`config.mk`:
```
export PLATFORM = sky130hd
export DESIGN_NAME = hfl_exp
export DESIGN_NICKNAME = d
export VERILOG_FILES = /design/src/rtl/hfl_pkg.sv /design/src/rtl/hfl_exp.sv
export SDC_FILE = /design/constraint.sdc
export NUM_CORES = 2
export LEC_CHECK = 0
export ABC_AREA = 1
export BUFFER_PORTS_ARGS = -buffer_cell sky130_fd_sc_hd__buf_2
export CELL_PAD_IN_SITES_DETAIL_PLACEMENT = 0
export CELL_PAD_IN_SITES_GLOBAL_PLACEMENT = 1
export CORE_AREA = 2 2 376 378
export DETAILED_ROUTE_END_ITERATION = 10
export DIE_AREA = 0 0 378 380
export GPL_TIMING_DRIVEN = 0
export HOLD_SLACK_MARGIN = 0.12
export PLACE_DENSITY = 0.77
export SYNTH_ARGS = -nofsm -noshare
export SYNTH_HDL_FRONTEND = slang
export SYNTH_SLANG_ARGS = --single-unit
export TNS_END_PERCENT = 100
```
`constraint.sdc`:
```
create_clock -name clk -period 7.15 [get_ports clk]
set_input_delay 0 -clock clk [delete_from_list [all_inputs] [get_ports clk]]
set_output_delay 0 -clock clk [all_outputs]
set_load 0.005 [all_outputs]
```
`src/rtl/hfl_pkg.sv`:
```
// ----------------------------------------------------------------------------
// hfl_pkg
// Shared types, constants and helpers for the log-domain HMM forward block.
// ----------------------------------------------------------------------------
package hfl_pkg;

    localparam int NST       = 2;
    localparam int KW        = (NST > 1) ? $clog2(NST) : 1;
    localparam int CFG_IDX_W = 3;

    localparam logic [CFG_IDX_W-1:0] REG_DECAY  = 3'd0;
    localparam logic [CFG_IDX_W-1:0] REG_PRIOR0 = 3'd1;
    localparam logic [CFG_IDX_W-1:0] REG_PRIOR1 = 3'd2;
    localparam logic [CFG_IDX_W-1:0] REG_PRIOR2 = 3'd3;
    localparam logic [CFG_IDX_W-1:0] REG_PRIOR3 = 3'd4;

    typedef logic signed [31:0] log_t;
    typedef log_t [NST-1:0] log_vec_t;

    localparam log_t LOG_MIN = 32'sh8000_0000;
    localparam log_t LOG_MAX = 32'sh7fff_ffff;

    localparam logic [30:0] LOG2E_Q30 = 31'd1549082005;
    localparam logic [31:0] LN2_Q32   = 32'd2977044472;
    localparam logic [47:0] EXP_LIMIT = 48'd1572864;
    localparam logic [16:0] PRIOR_ONE = 17'd65536;

    localparam logic [5:0] LN_F16 = 6'd16;
    localparam logic [5:0] LN_F32 = 6'd32;
    localparam logic [5:0] LN_F48 = 6'd48;

    typedef struct packed {
        logic [31:0] site_distance;
        log_t        emission_0;
        log_t        emission_1;
        log_t        emission_2;
        log_t        emission_3;
        logic        final_site;
    } site_t;

    typedef struct packed {
        log_t log_likelihood;
        logic sequence_end;
        logic saturated;
    } result_t;

    // log value with its saturation flag
    typedef struct packed {
        logic flag;
        log_t value;
    } log_res_t;

    // 2^(-2^-(idx+1)) in Q0.32
    function automatic logic [31:0] exp2_tab(input logic [3:0] idx);
        logic [31:0] t;
        case (idx)
            4'd0:    t = 32'd3037000500;
            4'd1:    t = 32'd3611622603;
            4'd2:    t = 32'd3938502376;
            4'd3:    t = 32'd4112874773;
            4'd4:    t = 32'd4202935003;
            4'd5:    t = 32'd4248701964;
            4'd6:    t = 32'd4271771997;
            4'd7:    t = 32'd4283353945;
            4'd8:    t = 32'd4289156690;
            4'd9:    t = 32'd4292061010;
            4'd10:   t = 32'd4293513907;
            4'd11:   t = 32'd4294240540;
            4'd12:   t = 32'd4294603903;
            4'd13:   t = 32'd4294785596;
            4'd14:   t = 32'd4294876445;
            default: t = 32'd4294921870;
        endcase
        return t;
    endfunction

    // minus infinity absorbs; finite overflow clamps and flags
    function automatic log_res_t sat_add(input log_t a, input log_t b);
        log_res_t          r;
        logic signed [32:0] s;
        s       = $signed({a[31], a}) + $signed({b[31], b});
        r.flag  = 1'b0;
        r.value = s[31:0];
        if (a == LOG_MIN || b == LOG_MIN) begin
            r.value = LOG_MIN;
        end
        else if (s > 33'sh0_7fff_ffff) begin
            r.flag  = 1'b1;
            r.value = LOG_MAX;
        end
        else if (s <= 33'sh1_8000_0000) begin
            r.flag  = 1'b1;
            r.value = LOG_MIN;
        end
        return r;
    endfunction

    function automatic log_t max_log(input log_vec_t v);
        log_t m;
        m = v[0];
        for (int i = 1; i < NST; i++) begin
            if ($signed(v[i]) > $signed(m)) begin
                m = v[i];
            end
        end
        return m;
    endfunction

    function automatic logic [16:0] prior_clamp(input logic [16:0] p);
        return (p > PRIOR_ONE) ? PRIOR_ONE : p;
    endfunction

endpackage

```
`src/rtl/hfl_exp.sv`:
```
// ----------------------------------------------------------------------------
// hfl_exp
// Iterative exp(-x), x unsigned Q32.16, result Q1.32; one table step a cycle.
// ----------------------------------------------------------------------------
module hfl_exp (
    input  logic        clk,
    input  logic        rst_n,
    input  logic        start,
    input  logic [47:0] x,
    output logic        done,
    output logic [32:0] result
);
    import hfl_pkg::*;

    typedef enum logic [1:0] {E_IDLE, E_SCALE, E_STEP, E_SHIFT} state_t;

    state_t      state_reg;
    logic        done_reg;
    logic [32:0] result_reg;
    logic [20:0] xs_reg;
    logic        zero_reg;
    logic [21:0] y_reg;
    logic [32:0] r_reg;
    logic [3:0]  b_reg;

    logic [51:0] scaled;
    logic [64:0] step_prod;
    logic [64:0] step_rnd;
    logic [5:0]  n;
    logic [33:0] shl;
    logic [33:0] rnd;

    assign scaled    = 52'(xs_reg) * 52'(LOG2E_Q30) + 52'h2000_0000;
    assign step_prod = 65'(r_reg) * 65'(exp2_tab(b_reg));
    assign step_rnd  = step_prod + 65'h8000_0000;
    assign n         = y_reg[21:16];
    // (r + 2^(n-1)) >> n, also right for n = 0
    assign shl       = {r_reg, 1'b0} >> n;
    assign rnd       = shl + 34'd1;

    always_ff @(posedge clk or negedge rst_n)
    begin
        if (!rst_n)
        begin
            state_reg <= E_IDLE;
            done_reg  <= 1'b0;
        end
        else
        begin
            done_reg <= 1'b0;
            unique case (state_reg)
                E_IDLE:
                begin
                    if (start)
                    begin
                        xs_reg    <= x[20:0];
                        zero_reg  <= (x >= EXP_LIMIT);
                        state_reg <= E_SCALE;
                    end
                end
                E_SCALE:
                begin
                    y_reg     <= scaled[51:30];
                    r_reg     <= 33'h1_0000_0000;
                    b_reg     <= 4'd0;
                    state_reg <= E_STEP;
                end
                E_STEP:
                begin
                    if (y_reg[4'(4'd15 - b_reg)])
                    begin
                        r_reg <= step_rnd[64:32];
                    end
                    if (b_reg == 4'd15)
                    begin
                        state_reg <= E_SHIFT;
                    end
                    else
                    begin
                        b_reg <= b_reg + 4'd1;
                    end
                end
                E_SHIFT:
                begin
                    result_reg <= (zero_reg || n >= 6'd33) ? 33'd0 : rnd[33:1];
                    done_reg   <= 1'b1;
                    state_reg  <= E_IDLE;
                end
                default:
                begin
                    state_reg <= E_IDLE;
                end
            endcase
        end
    end

    assign done   = done_reg;
    assign result = result_reg;

endmodule

```
==> impl_metrics.ini <==
[outcome]
status = complete, but fails checks
violations = setup timing

[sta]
setup_viol = 11
max_freq_ghz = 0.1380
tightest_slew_ns = 1.281
fin_skew_ns = 0.02711
period_share = 1.014
min_period_ns = 7.247
maxSlewViolCount = 0
layout_setup_ws_ns = -0.09747
finalHoldViolCount = 0
rsz0062_at_grt = true
fin_setup_tns_ns = -0.5450
timing.slew.headroom = 0.1450

[finish]
nets = 9075
insertedDiodeCount = 0
area_growth_pct = 14.37
multiInputGateArea_um2 = 43720
regArea_um2 = 4189
final_layout_size_suffix_gt1_frac = 0.1289
nFillCells = 13900

[synth]
avgSynthCellArea_um2 = 7.831
yosysTopAreaCellShare = 0.4167
synth_top_family_by_area = adder cells
synthesis.nets = 8860
synthSimpleGateAreaFrac = 0.1643
yosys-mux-area-fraction = 0
synth_common_cells = 2178 x inv_1, 1568 x nand2_1, 1157 x fa_1
ys.warnings.count = 0
synth-seq-cells = 148
syn_inst = 7098
synth_largest_area_cell = fa_1
synthAdderAreaFrac = 0.5414
seq_area_frac_synth = 0.07411
synth_area_leaders = fa_1 42%, inv_1 15%, ha_1 12%
synthFlopType = edfxtp_1
synth_xor_area_frac = 0.005200
yosysMostFrequentCell = inv_1
synthDistinctLibCells = 59
syn_area_um2 = 55580
synth_compound_area_frac = 0.04513
synthArstFlopShare = 0.02027
synth_edf_count = 114

[die]
die_h_um = 380
initial_core_util = 0.3993
core-area_um2 = 139200
die-area_um2 = 143600
die_w_um = 378
fp-row-count = 137
ios = 85

[clock_network]
cts_root_buf = clkbuf_16
cts_max_path_buffers = 2
clk_pin_slew_ns = 0.09
cts_made_buffers = 17
htree_levels = 4
cts_sinks = 148
cts_tree = yes
clock_latency_ns = 0.51

[placed_design]
port_buffers = 84
hpwl_um = 176800
gp_congestion = 1.029

[detailed_routing]
routed_wl_um = 206000
vias_per_cell = 5.069
vias = 46650
drtPass1Iterations = 5
ant_nets = 0
routedWlPerCell_um = 22.39
post-route-drc-count = 0
drt-initial-drc-count = 3825

[setup_path]
start_kind = flop
crit_path_max_incr_delay_ns = 0.61
rrSetupSlack_ns = -0.1
path_class = reg -> reg
arrival_ns = 7.49
path_delay_family = adder cells
slowest_stage = fa_2
cp.required_ns = 7.39
endpoint_kind = flop
cp_num_buf_inv = 10
crit_top_cell = fa_1
cp_max_fo = 5

[global_route]
groute.usage.overall = 0.2912
grt_max_degree = 34
grt_pass1_wl_um = 307700
antenna_found_initial = 4
grt_overflow = 0
first_global_vias = 48930

[job]
drv_cap = 0

[min_path]
hp-class = in -> reg
## placed cells by master, fill, tap and decap left out, types with 17 or more instances in the layout
cell type         n
nand2_1        1522
buf_12           21
nand3_1         239
nor2_4           40
xor2_1           23
nor3_1           22
clkbuf_2         19
dlygate4sd3_1    27
inv_1          2126
clkbuf_8         56
a21oi_1         154
fa_1           1107
clkbuf_16        33
a21oi_2          46
nor2_1          256
dfxtp_2          17
o21ai_1          23
ha_4             23
ha_1            524
fa_2             50
o21ai_2          19
nand2_2          48
buf_2           104
clkbuf_4         55
edfxtp_1        114
buf_4           136
inv_2            58
o21ai_0         105
buf_6            28
nor2_2           57
## final timing paths
| path | from | end | cells past startpoint |
|---|---|---|---|
| min in group asynchronous | rst_n | done | 3 |
| worst min register to register | state_reg[1] | done | 1 |
| worst min-delay path | x[5] | xs_reg[5] | 2 |
| max in group asynchronous | rst_n | state_reg[0] | 3 |
| worst max register to register | r_reg[12] | r_reg[21] | 30 |
| worst max-delay path | r_reg[12] | r_reg[21] | 30 |
## routing by layer
metal  wire, um  vias up  GRT usage
met3      16360      479    0.04357
met4      12260        4     0.1409
met2      95540     1977     0.4767
met1      81870    23300     0.3766
li1           -    20890          -
met5         21        -          0
## what timing repair did
item	in CTS	in global routing
hold endpoints to repair	46	0
gates cloned	1	0
buffers inserted	114	25
endpoints found under the setup margin	33	35
pin swaps	106	133
hold buffers	27	0
resized for setup	777	326
## cell families after synthesis
family,count (synthesis)
AOI/OAI and AO/OA,458
adders and majority gates,1711
buffers and inverters,2487
and+or+nand+nor,2261
xor gates and xnor gates,33
DFF,148
## layout make-up
class | instances | share of cell area
tap | 1876 | 0.03692
inverter | 2193 | 0.1299
timing repair buffer | 253 | 0.03222
clock buffer | 17 | 0.006692
buffer | 237 | 0.03822
clock inverter | 15 | 0.002441
multi-input combinational | 4463 | 0.6877
sequential | 148 | 0.06590
## metrics by stage
stage / cells / utilization / instance area (um2) / hold slack, ns / worst slack, ns
finish: 9202 / 0.4567 / 63570 / 0.1989 / -0.09747
global route: 9202 / 0.4567 / 63570 / 0.1921 / -0.2773
detailed placement: 9060 / 0.4196 / 58400 / -0.1776 / -2.154
floorplan: 7098 / - / 55580 / -0.2956 / 0.4006
CTS: 9178 / 0.4495 / 62560 / 0.1648 / -0.06934
global placement: 9058 / 0.4192 / 58350 / -0.1801 / -2.089
Power is not shown: default switching activity piles up to over one toggle a cycle in this logic, so the estimate is an artifact.
