**src/rtl/hfl_pkg.sv**
```systemverilog
// ----------------------------------------------------------------------------
// hfl_pkg
// Shared types, constants and helpers for the log-domain HMM forward block.
// ----------------------------------------------------------------------------
package hfl_pkg;

    localparam int NST       = 2;
    localparam int KW        = (NST > 1) ? $clog2(NST) : 1;
    localparam int CFG_IDX_W = 3;

    localparam logic [CFG_IDX_W-1:0] REG_DECAY  = 3'd0;
    localparam logic [CFG_IDX_W-1:0] REG_PRIOR0 = 3'd1;
    localparam logic [CFG_IDX_W-1:0] REG_PRIOR1 = 3'd2;
    localparam logic [CFG_IDX_W-1:0] REG_PRIOR2 = 3'd3;
    localparam logic [CFG_IDX_W-1:0] REG_PRIOR3 = 3'd4;

    typedef logic signed [31:0] log_t;
    typedef log_t [NST-1:0] log_vec_t;

    localparam log_t LOG_MIN = 32'sh8000_0000;
    localparam log_t LOG_MAX = 32'sh7fff_ffff;

    localparam logic [30:0] LOG2E_Q30 = 31'd1549082005;
    localparam logic [31:0] LN2_Q32   = 32'd2977044472;
    localparam logic [47:0] EXP_LIMIT = 48'd1572864;
    localparam logic [16:0] PRIOR_ONE = 17'd65536;

    localparam logic [5:0] LN_F16 = 6'd16;
    localparam logic [5:0] LN_F32 = 6'd32;
    localparam logic [5:0] LN_F48 = 6'd48;

    typedef struct packed {
        logic [31:0] site_distance;
        log_t        emission_0;
        log_t        emission_1;
        log_t        emission_2;
        log_t        emission_3;
        logic        final_site;
    } site_t;

    typedef struct packed {
        log_t log_likelihood;
        logic sequence_end;
        logic saturated;
    } result_t;

    // log value with its saturation flag
    typedef struct packed {
        logic flag;
        log_t value;
    } log_res_t;

    // 2^(-2^-(idx+1)) in Q0.32
    function automatic logic [31:0] exp2_tab(input logic [3:0] idx);
        logic [31:0] t;
        case (idx)
            4'd0:    t = 32'd3037000500;
            4'd1:    t = 32'd3611622603;
            4'd2:    t = 32'd3938502376;
            4'd3:    t = 32'd4112874773;
            4'd4:    t = 32'd4202935003;
            4'd5:    t = 32'd4248701964;
            4'd6:    t = 32'd4271771997;
            4'd7:    t = 32'd4283353945;
            4'd8:    t = 32'd4289156690;
            4'd9:    t = 32'd4292061010;
            4'd10:   t = 32'd4293513907;
            4'd11:   t = 32'd4294240540;
            4'd12:   t = 32'd4294603903;
            4'd13:   t = 32'd4294785596;
            4'd14:   t = 32'd4294876445;
            default: t = 32'd4294921870;
        endcase
        return t;
    endfunction

    // minus infinity absorbs; finite overflow clamps and flags
    function automatic log_res_t sat_add(input log_t a, input log_t b);
        log_res_t          r;
        logic signed [32:0] s;
        s       = $signed({a[31], a}) + $signed({b[31], b});
        r.flag  = 1'b0;
        r.value = s[31:0];
        if (a == LOG_MIN || b == LOG_MIN) begin
            r.value = LOG_MIN;
        end
        else if (s > 33'sh0_7fff_ffff) begin
            r.flag  = 1'b1;
            r.value = LOG_MAX;
        end
        else if (s <= 33'sh1_8000_0000) begin
            r.flag  = 1'b1;
            r.value = LOG_MIN;
        end
        return r;
    endfunction

    function automatic log_t max_log(input log_vec_t v);
        log_t m;
        m = v[0];
        for (int i = 1; i < NST; i++) begin
            if ($signed(v[i]) > $signed(m)) begin
                m = v[i];
            end
        end
        return m;
    endfunction

    function automatic logic [16:0] prior_clamp(input logic [16:0] p);
        return (p > PRIOR_ONE) ? PRIOR_ONE : p;
    endfunction

endpackage

```
**src/rtl/hfl_ln.sv**
```systemverilog
// ----------------------------------------------------------------------------
// hfl_ln
// Iterative natural log of an unsigned Q(64-F).F value, result signed Q16.16.
// Binary-search normalisation, then one squaring per fraction bit.
// ----------------------------------------------------------------------------
module hfl_ln (
    input  logic                clk,
    input  logic                rst_n,
    input  logic                start,
    input  logic [63:0]         v,
    input  logic [5:0]          fbits,
    output logic                done,
    output hfl_pkg::log_res_t   result
);
    import hfl_pkg::*;

    typedef enum logic [2:0] {N_IDLE, N_NORM, N_SQR, N_MUL, N_RND} state_t;

    state_t             state_reg;
    logic               done_reg;
    log_res_t           result_reg;
    logic [63:0]        w_reg;
    logic [5:0]         m_reg;
    logic [5:0]         f_reg;
    logic [2:0]         ncnt_reg;
    logic [4:0]         scnt_reg;
    logic [31:0]        x_reg;
    logic [23:0]        frac_reg;
    logic signed [63:0] p_reg;

    logic [5:0]         sh;
    logic               top_zero;
    logic [63:0]        w_next;
    logic [5:0]         m_next;
    logic [63:0]        sq;
    logic signed [6:0]  e_diff;
    logic signed [30:0] l_val;
    logic signed [63:0] p_mul;
    logic [63:0]        mag;
    logic [63:0]        mag_rnd;
    logic [23:0]        r_mag;
    logic [31:0]        r_val;

    assign sh       = 6'd32 >> ncnt_reg;
    assign top_zero = (w_reg >> 6'(7'd64 - 7'(sh))) == 64'd0;
    assign w_next   = top_zero ? (w_reg << sh) : w_reg;
    assign m_next   = top_zero ? (m_reg - sh) : m_reg;
    assign sq       = 64'(x_reg) * 64'(x_reg);
    assign e_diff   = $signed({1'b0, m_reg}) - $signed({1'b0, f_reg});
    assign l_val    = $signed({e_diff, frac_reg});
    assign p_mul    = 64'(l_val) * 64'($signed({1'b0, LN2_Q32}));
    assign mag      = p_reg[63] ? 64'(-p_reg) : 64'(p_reg);
    assign mag_rnd  = mag + 64'h80_0000_0000;
    assign r_mag    = mag_rnd[63:40];
    assign r_val    = p_reg[63] ? (32'd0 - 32'(r_mag)) : 32'(r_mag);

    always_ff @(posedge clk or negedge rst_n)
    begin
        if (!rst_n)
        begin
            state_reg <= N_IDLE;
            done_reg  <= 1'b0;
        end
        else
        begin
            done_reg <= 1'b0;
            unique case (state_reg)
                N_IDLE:
                begin
                    if (start)
                    begin
                        if (v == 64'd0)
                        begin
                            result_reg <= '{flag: 1'b1, value: LOG_MIN};
                            done_reg   <= 1'b1;
                        end
                        else
                        begin
                            w_reg     <= v;
                            m_reg     <= 6'd63;
                            f_reg     <= fbits;
                            ncnt_reg  <= 3'd0;
                            state_reg <= N_NORM;
                        end
                    end
                end
                N_NORM:
                begin
                    w_reg    <= w_next;
                    m_reg    <= m_next;
                    ncnt_reg <= ncnt_reg + 3'd1;
                    if (ncnt_reg == 3'd5)
                    begin
                        x_reg     <= w_next[63:32];
                        scnt_reg  <= 5'd0;
                        frac_reg  <= 24'd0;
                        state_reg <= N_SQR;
                    end
                end
                N_SQR:
                begin
                    if (sq[63])
                    begin
                        x_reg    <= sq[63:32];
                        frac_reg <= {frac_reg[22:0], 1'b1};
                    end
                    else
                    begin
                        x_reg    <= sq[62:31];
                        frac_reg <= {frac_reg[22:0], 1'b0};
                    end
                    scnt_reg <= scnt_reg + 5'd1;
                    if (scnt_reg == 5'd23)
                    begin
                        state_reg <= N_MUL;
                    end
                end
                N_MUL:
                begin
                    p_reg     <= p_mul;
                    state_reg <= N_RND;
                end
                N_RND:
                begin
                    // magnitude stays far below the clamp limits
                    result_reg <= '{flag: 1'b0, value: r_val};
                    done_reg   <= 1'b1;
                    state_reg  <= N_IDLE;
                end
                default:
                begin
                    state_reg <= N_IDLE;
                end
            endcase
        end
    end

    assign done   = done_reg;
    assign result = result_reg;

endmodule

```
**config.mk**
```make
export PLATFORM = sky130hd
export DESIGN_NAME = hfl_ln
export DESIGN_NICKNAME = d
export VERILOG_FILES = /design/src/rtl/hfl_pkg.sv /design/src/rtl/hfl_ln.sv
export SDC_FILE = /design/constraint.sdc
export NUM_CORES = 2
export LEC_CHECK = 0
export ABC_AREA = 0
export BUFFER_PORTS_ARGS = -buffer_cell sky130_fd_sc_hd__buf_2
export CORE_MARGIN = 2
export CORE_UTILIZATION = 35
export DETAILED_ROUTE_END_ITERATION = 6
export HOLD_SLACK_MARGIN = 0.12
export PLACE_DENSITY_LB_ADDON = 0.2
export SYNTH_ARGS = -nofsm -noshare
export SYNTH_HDL_FRONTEND = slang
export SYNTH_SLANG_ARGS = --single-unit
```
**constraint.sdc**
```tcl
create_clock -name clk -period 9.1 [get_ports clk]
set_input_delay 2.73 -clock clk [delete_from_list [all_inputs] [get_ports clk]]
set_output_delay 2.73 -clock clk [all_outputs]
set_load 0.01 [all_outputs]
```
==> reports/qor.csv <==
stage,metric,value,unit
placement,dpl_worst_slack,151.4,ps
placement,place_hpwl,159800,um
final_layout,drive_gt1_share,6.776,%
logic_synthesis,yosys.area_share.simple,10.24,%
clocking,cts_sinks,232,
final_layout,largest_reg_flops,64,
global_route,grt_pass1_wl,298400,um
logic_synthesis,synth_compound_area_share,8.249,%
detailed_routing,via_per_inst,5.022,
final_layout,area_growth,8.369,%
logic_synthesis,ys_ff_latch,232,
logic_synthesis,synth_mux_area_share,4.813,%
final_layout,most-common-layout-cells,"1756 x inv_1, 1265 x fa_1, 559 x ha_1",
global_route,first_global_vias,49420,
die,die_area,0.1847,sq mm
global_route,grt_util_all_layers,20.92,%
logic_synthesis,synth-main-ff-cell,edfxtp_1,
detailed_routing,final_antenna_net_count,0,
run_status,run_status,finished clean,
clocking,cts_root_buf,clkbuf_16,
setup_path,cp_slowest_stage_delay,650,ps
setup_path,crit_top_cell,fa_1,
logic_synthesis,synth_top_family_by_area,adder cells,
sta,rsz0062_at_grt,true,
clocking,cts-buffers-inserted,28,
detailed_routing,drt-wirelength-per-cell,20.90,um
logic_synthesis,synth-edff-count,228,
sta,slew_headroom,17.89,%
final_layout,seq_area,0.006947,sq mm
setup_path,cp_slowest_cell,edfxtp_1,
hold_path,hold_depth,1,
run,cap_violations,0,
setup_path,cp-start-kind,flop,
die,initial_core_util,35.15,%
clocking,clk_latency,610,ps
sta,fmax,0.1142,GHz
clocking,cts_tree,yes,
detailed_routing,drc,0,
global_route,antenna_found_initial,4,
sta,final_max_slew_viol_count,0,
sta,hold_viol,0,
logic_synthesis,ys_warn_count,0,
placement,io_buffer_count,106,
sta,setup_viol,0,
logic_synthesis,synth_fa_ha_area_share,50.96,%
global_route,overflow,0,
sta,tightest_slew,1227,ps
setup_path,reg2reg_depth,29,
final_layout,multiInputGateArea,0.04902,sq mm
die,io_pins,107,
logic_synthesis,synthCells,6714,
placement,gp_congestion,0.9428,
logic_synthesis,synth_area,0.06346,sq mm
logic_synthesis,synthArstFlopShare,1.724,%
detailed_routing,first_iter_violations,3015,
logic_synthesis,ys_seq_area_share,10.95,%
logic_synthesis,syn-mean-instance-area,9.452,sq um
sta,setup_slack,341.0,ps
sta,fin_crit,8759,ps
clocking,cts-hold-fix-buffers,0,
logic_synthesis,yosysUniqueCellTypes,90,
clocking,clk_pin_slew,70,ps
die,die_width,429.8,um
detailed_routing,via_count,46004,
sta,fin_skew,18.41,ps
final_layout,final_common_cell,inv_1,
setup_path,worstSetupPathType,reg -> reg,
hold_path,hold_path_class,reg -> reg,
die,die_y,429.8,um
setup_path,arrival,9080,ps
clocking,htree_levels,1,
final_layout,post-route-util,38.09,%
setup_path,required,9430,ps
die,fp-row-count,156,
die,core-area,0.1805,sq mm
final_layout,fill_cells,18340,
final_layout,fin_area,0.06877,sq mm
sta,post-route-period-util,96.25,%
detailed_routing,dr.pass1.iters,6,
setup_path,cp_max_fo,21,
setup_path,endpoint_kind,flop,
clocking,clockBufferDepth,3,
detailed_routing,drt-total-wl,191500,um
placement,place_area,0.06749,sq mm
final_layout,final_nets,8666,
global_route,grt_max_degree,102,
logic_synthesis,synth_nets,8613,
logic_synthesis,synthXorXnorAreaFrac,2.593,%
## routing by layer
layer / part of all wire, % / GRT usage, %
met1: 44 / 29.01
met2: 49 / 35.60
met3: 4.7 / 2.355
met4: 2.0 / 3.562
met5: 0 / 0
## cells by family (layout without fill, tap and decap cells)
logic type	Yosys count	in the layout
AND/OR/NAND/NOR	1360	1360
XOR/XNOR	187	187
buffers and inverters	2042	2117
AO/OA/AOI/OAI	806	806
multiplexers	260	260
adder cells (fa/ha/maj)	1826	1826
flip-flops	232	232
other	1	3
## stage by stage
stage / setup TNS (ps) / instances / hold WS, ps
detailed placement: 0 / 9082 / 586.7
global route: -70.94 / 9160 / 626.1
global placement: 0 / 9082 / 585.3
finish: 0 / 9161 / 598.5
CTS: 0 / 9134 / 595.4
floorplan: 0 / 6714 / 562.7
## worst paths after layout
path	startpoint	to	slack, ps
worst min register to register	scnt_reg[0]	scnt_reg[0]	600
worst min-delay path	scnt_reg[0]	scnt_reg[0]	600
min in group asynchronous	rst_n	done	1950
worst max register to register	x_reg[16]	x_reg[24]	340
worst max-delay path	x_reg[16]	x_reg[24]	340
max in group asynchronous	rst_n	state_reg[1]	7000
## cells in the mapped netlist (all sizes together), types with 61 or more instances
library cell / instances / share of area (%)
clkbuf: 223 / 1.3
mux2i: 214 / 3.4
nand3: 65 / 0.51
xnor2: 126 / 1.7
xor2: 61 / 0.85
nand2: 557 / 3.3
a21oi: 233 / 1.8
nor3: 61 / 0.50
inv: 1765 / 10
edfxtp: 228 / 11
a21o: 76 / 0.90
a211oi: 69 / 0.84
and2: 212 / 2.1
ha: 561 / 11
fa: 1265 / 40
nor2: 228 / 1.3
o21ai: 176 / 1.4
## layout make-up
cell class / count / share of cell area (%)
multi-input cells: 4440 / 71.28
flip-flops and latches: 232 / 10.10
inverters: 1766 / 9.655
well taps: 2370 / 4.312
repair buffers: 299 / 3.280
clock buffers: 38 / 1.088
clock inverters: 14 / 0.2802
diodes: 2 / 0.007277
## worst max-delay path, delay by kind of cell, from the launching register on
family | cells | cell delay (ps)
buffers and inverters | 7 | 1020
AOI/OAI and AO/OA | 10 | 1970
DFF | 1 | 650
adders and majority gates | 9 | 4400
and+or+nand+nor | 2 | 230
xor gates and xnor gates | 1 | 200
## timing repair
action                                  CTS  global route
hold endpoints to repair                  0             0
buffers inserted                          0            25
resized for setup                         0            26
endpoints found under the setup margin    0            46
Power is left out: the tool's default activity adds up to more than one toggle a clock period on the data nets, which glitch-free logic cannot reach.
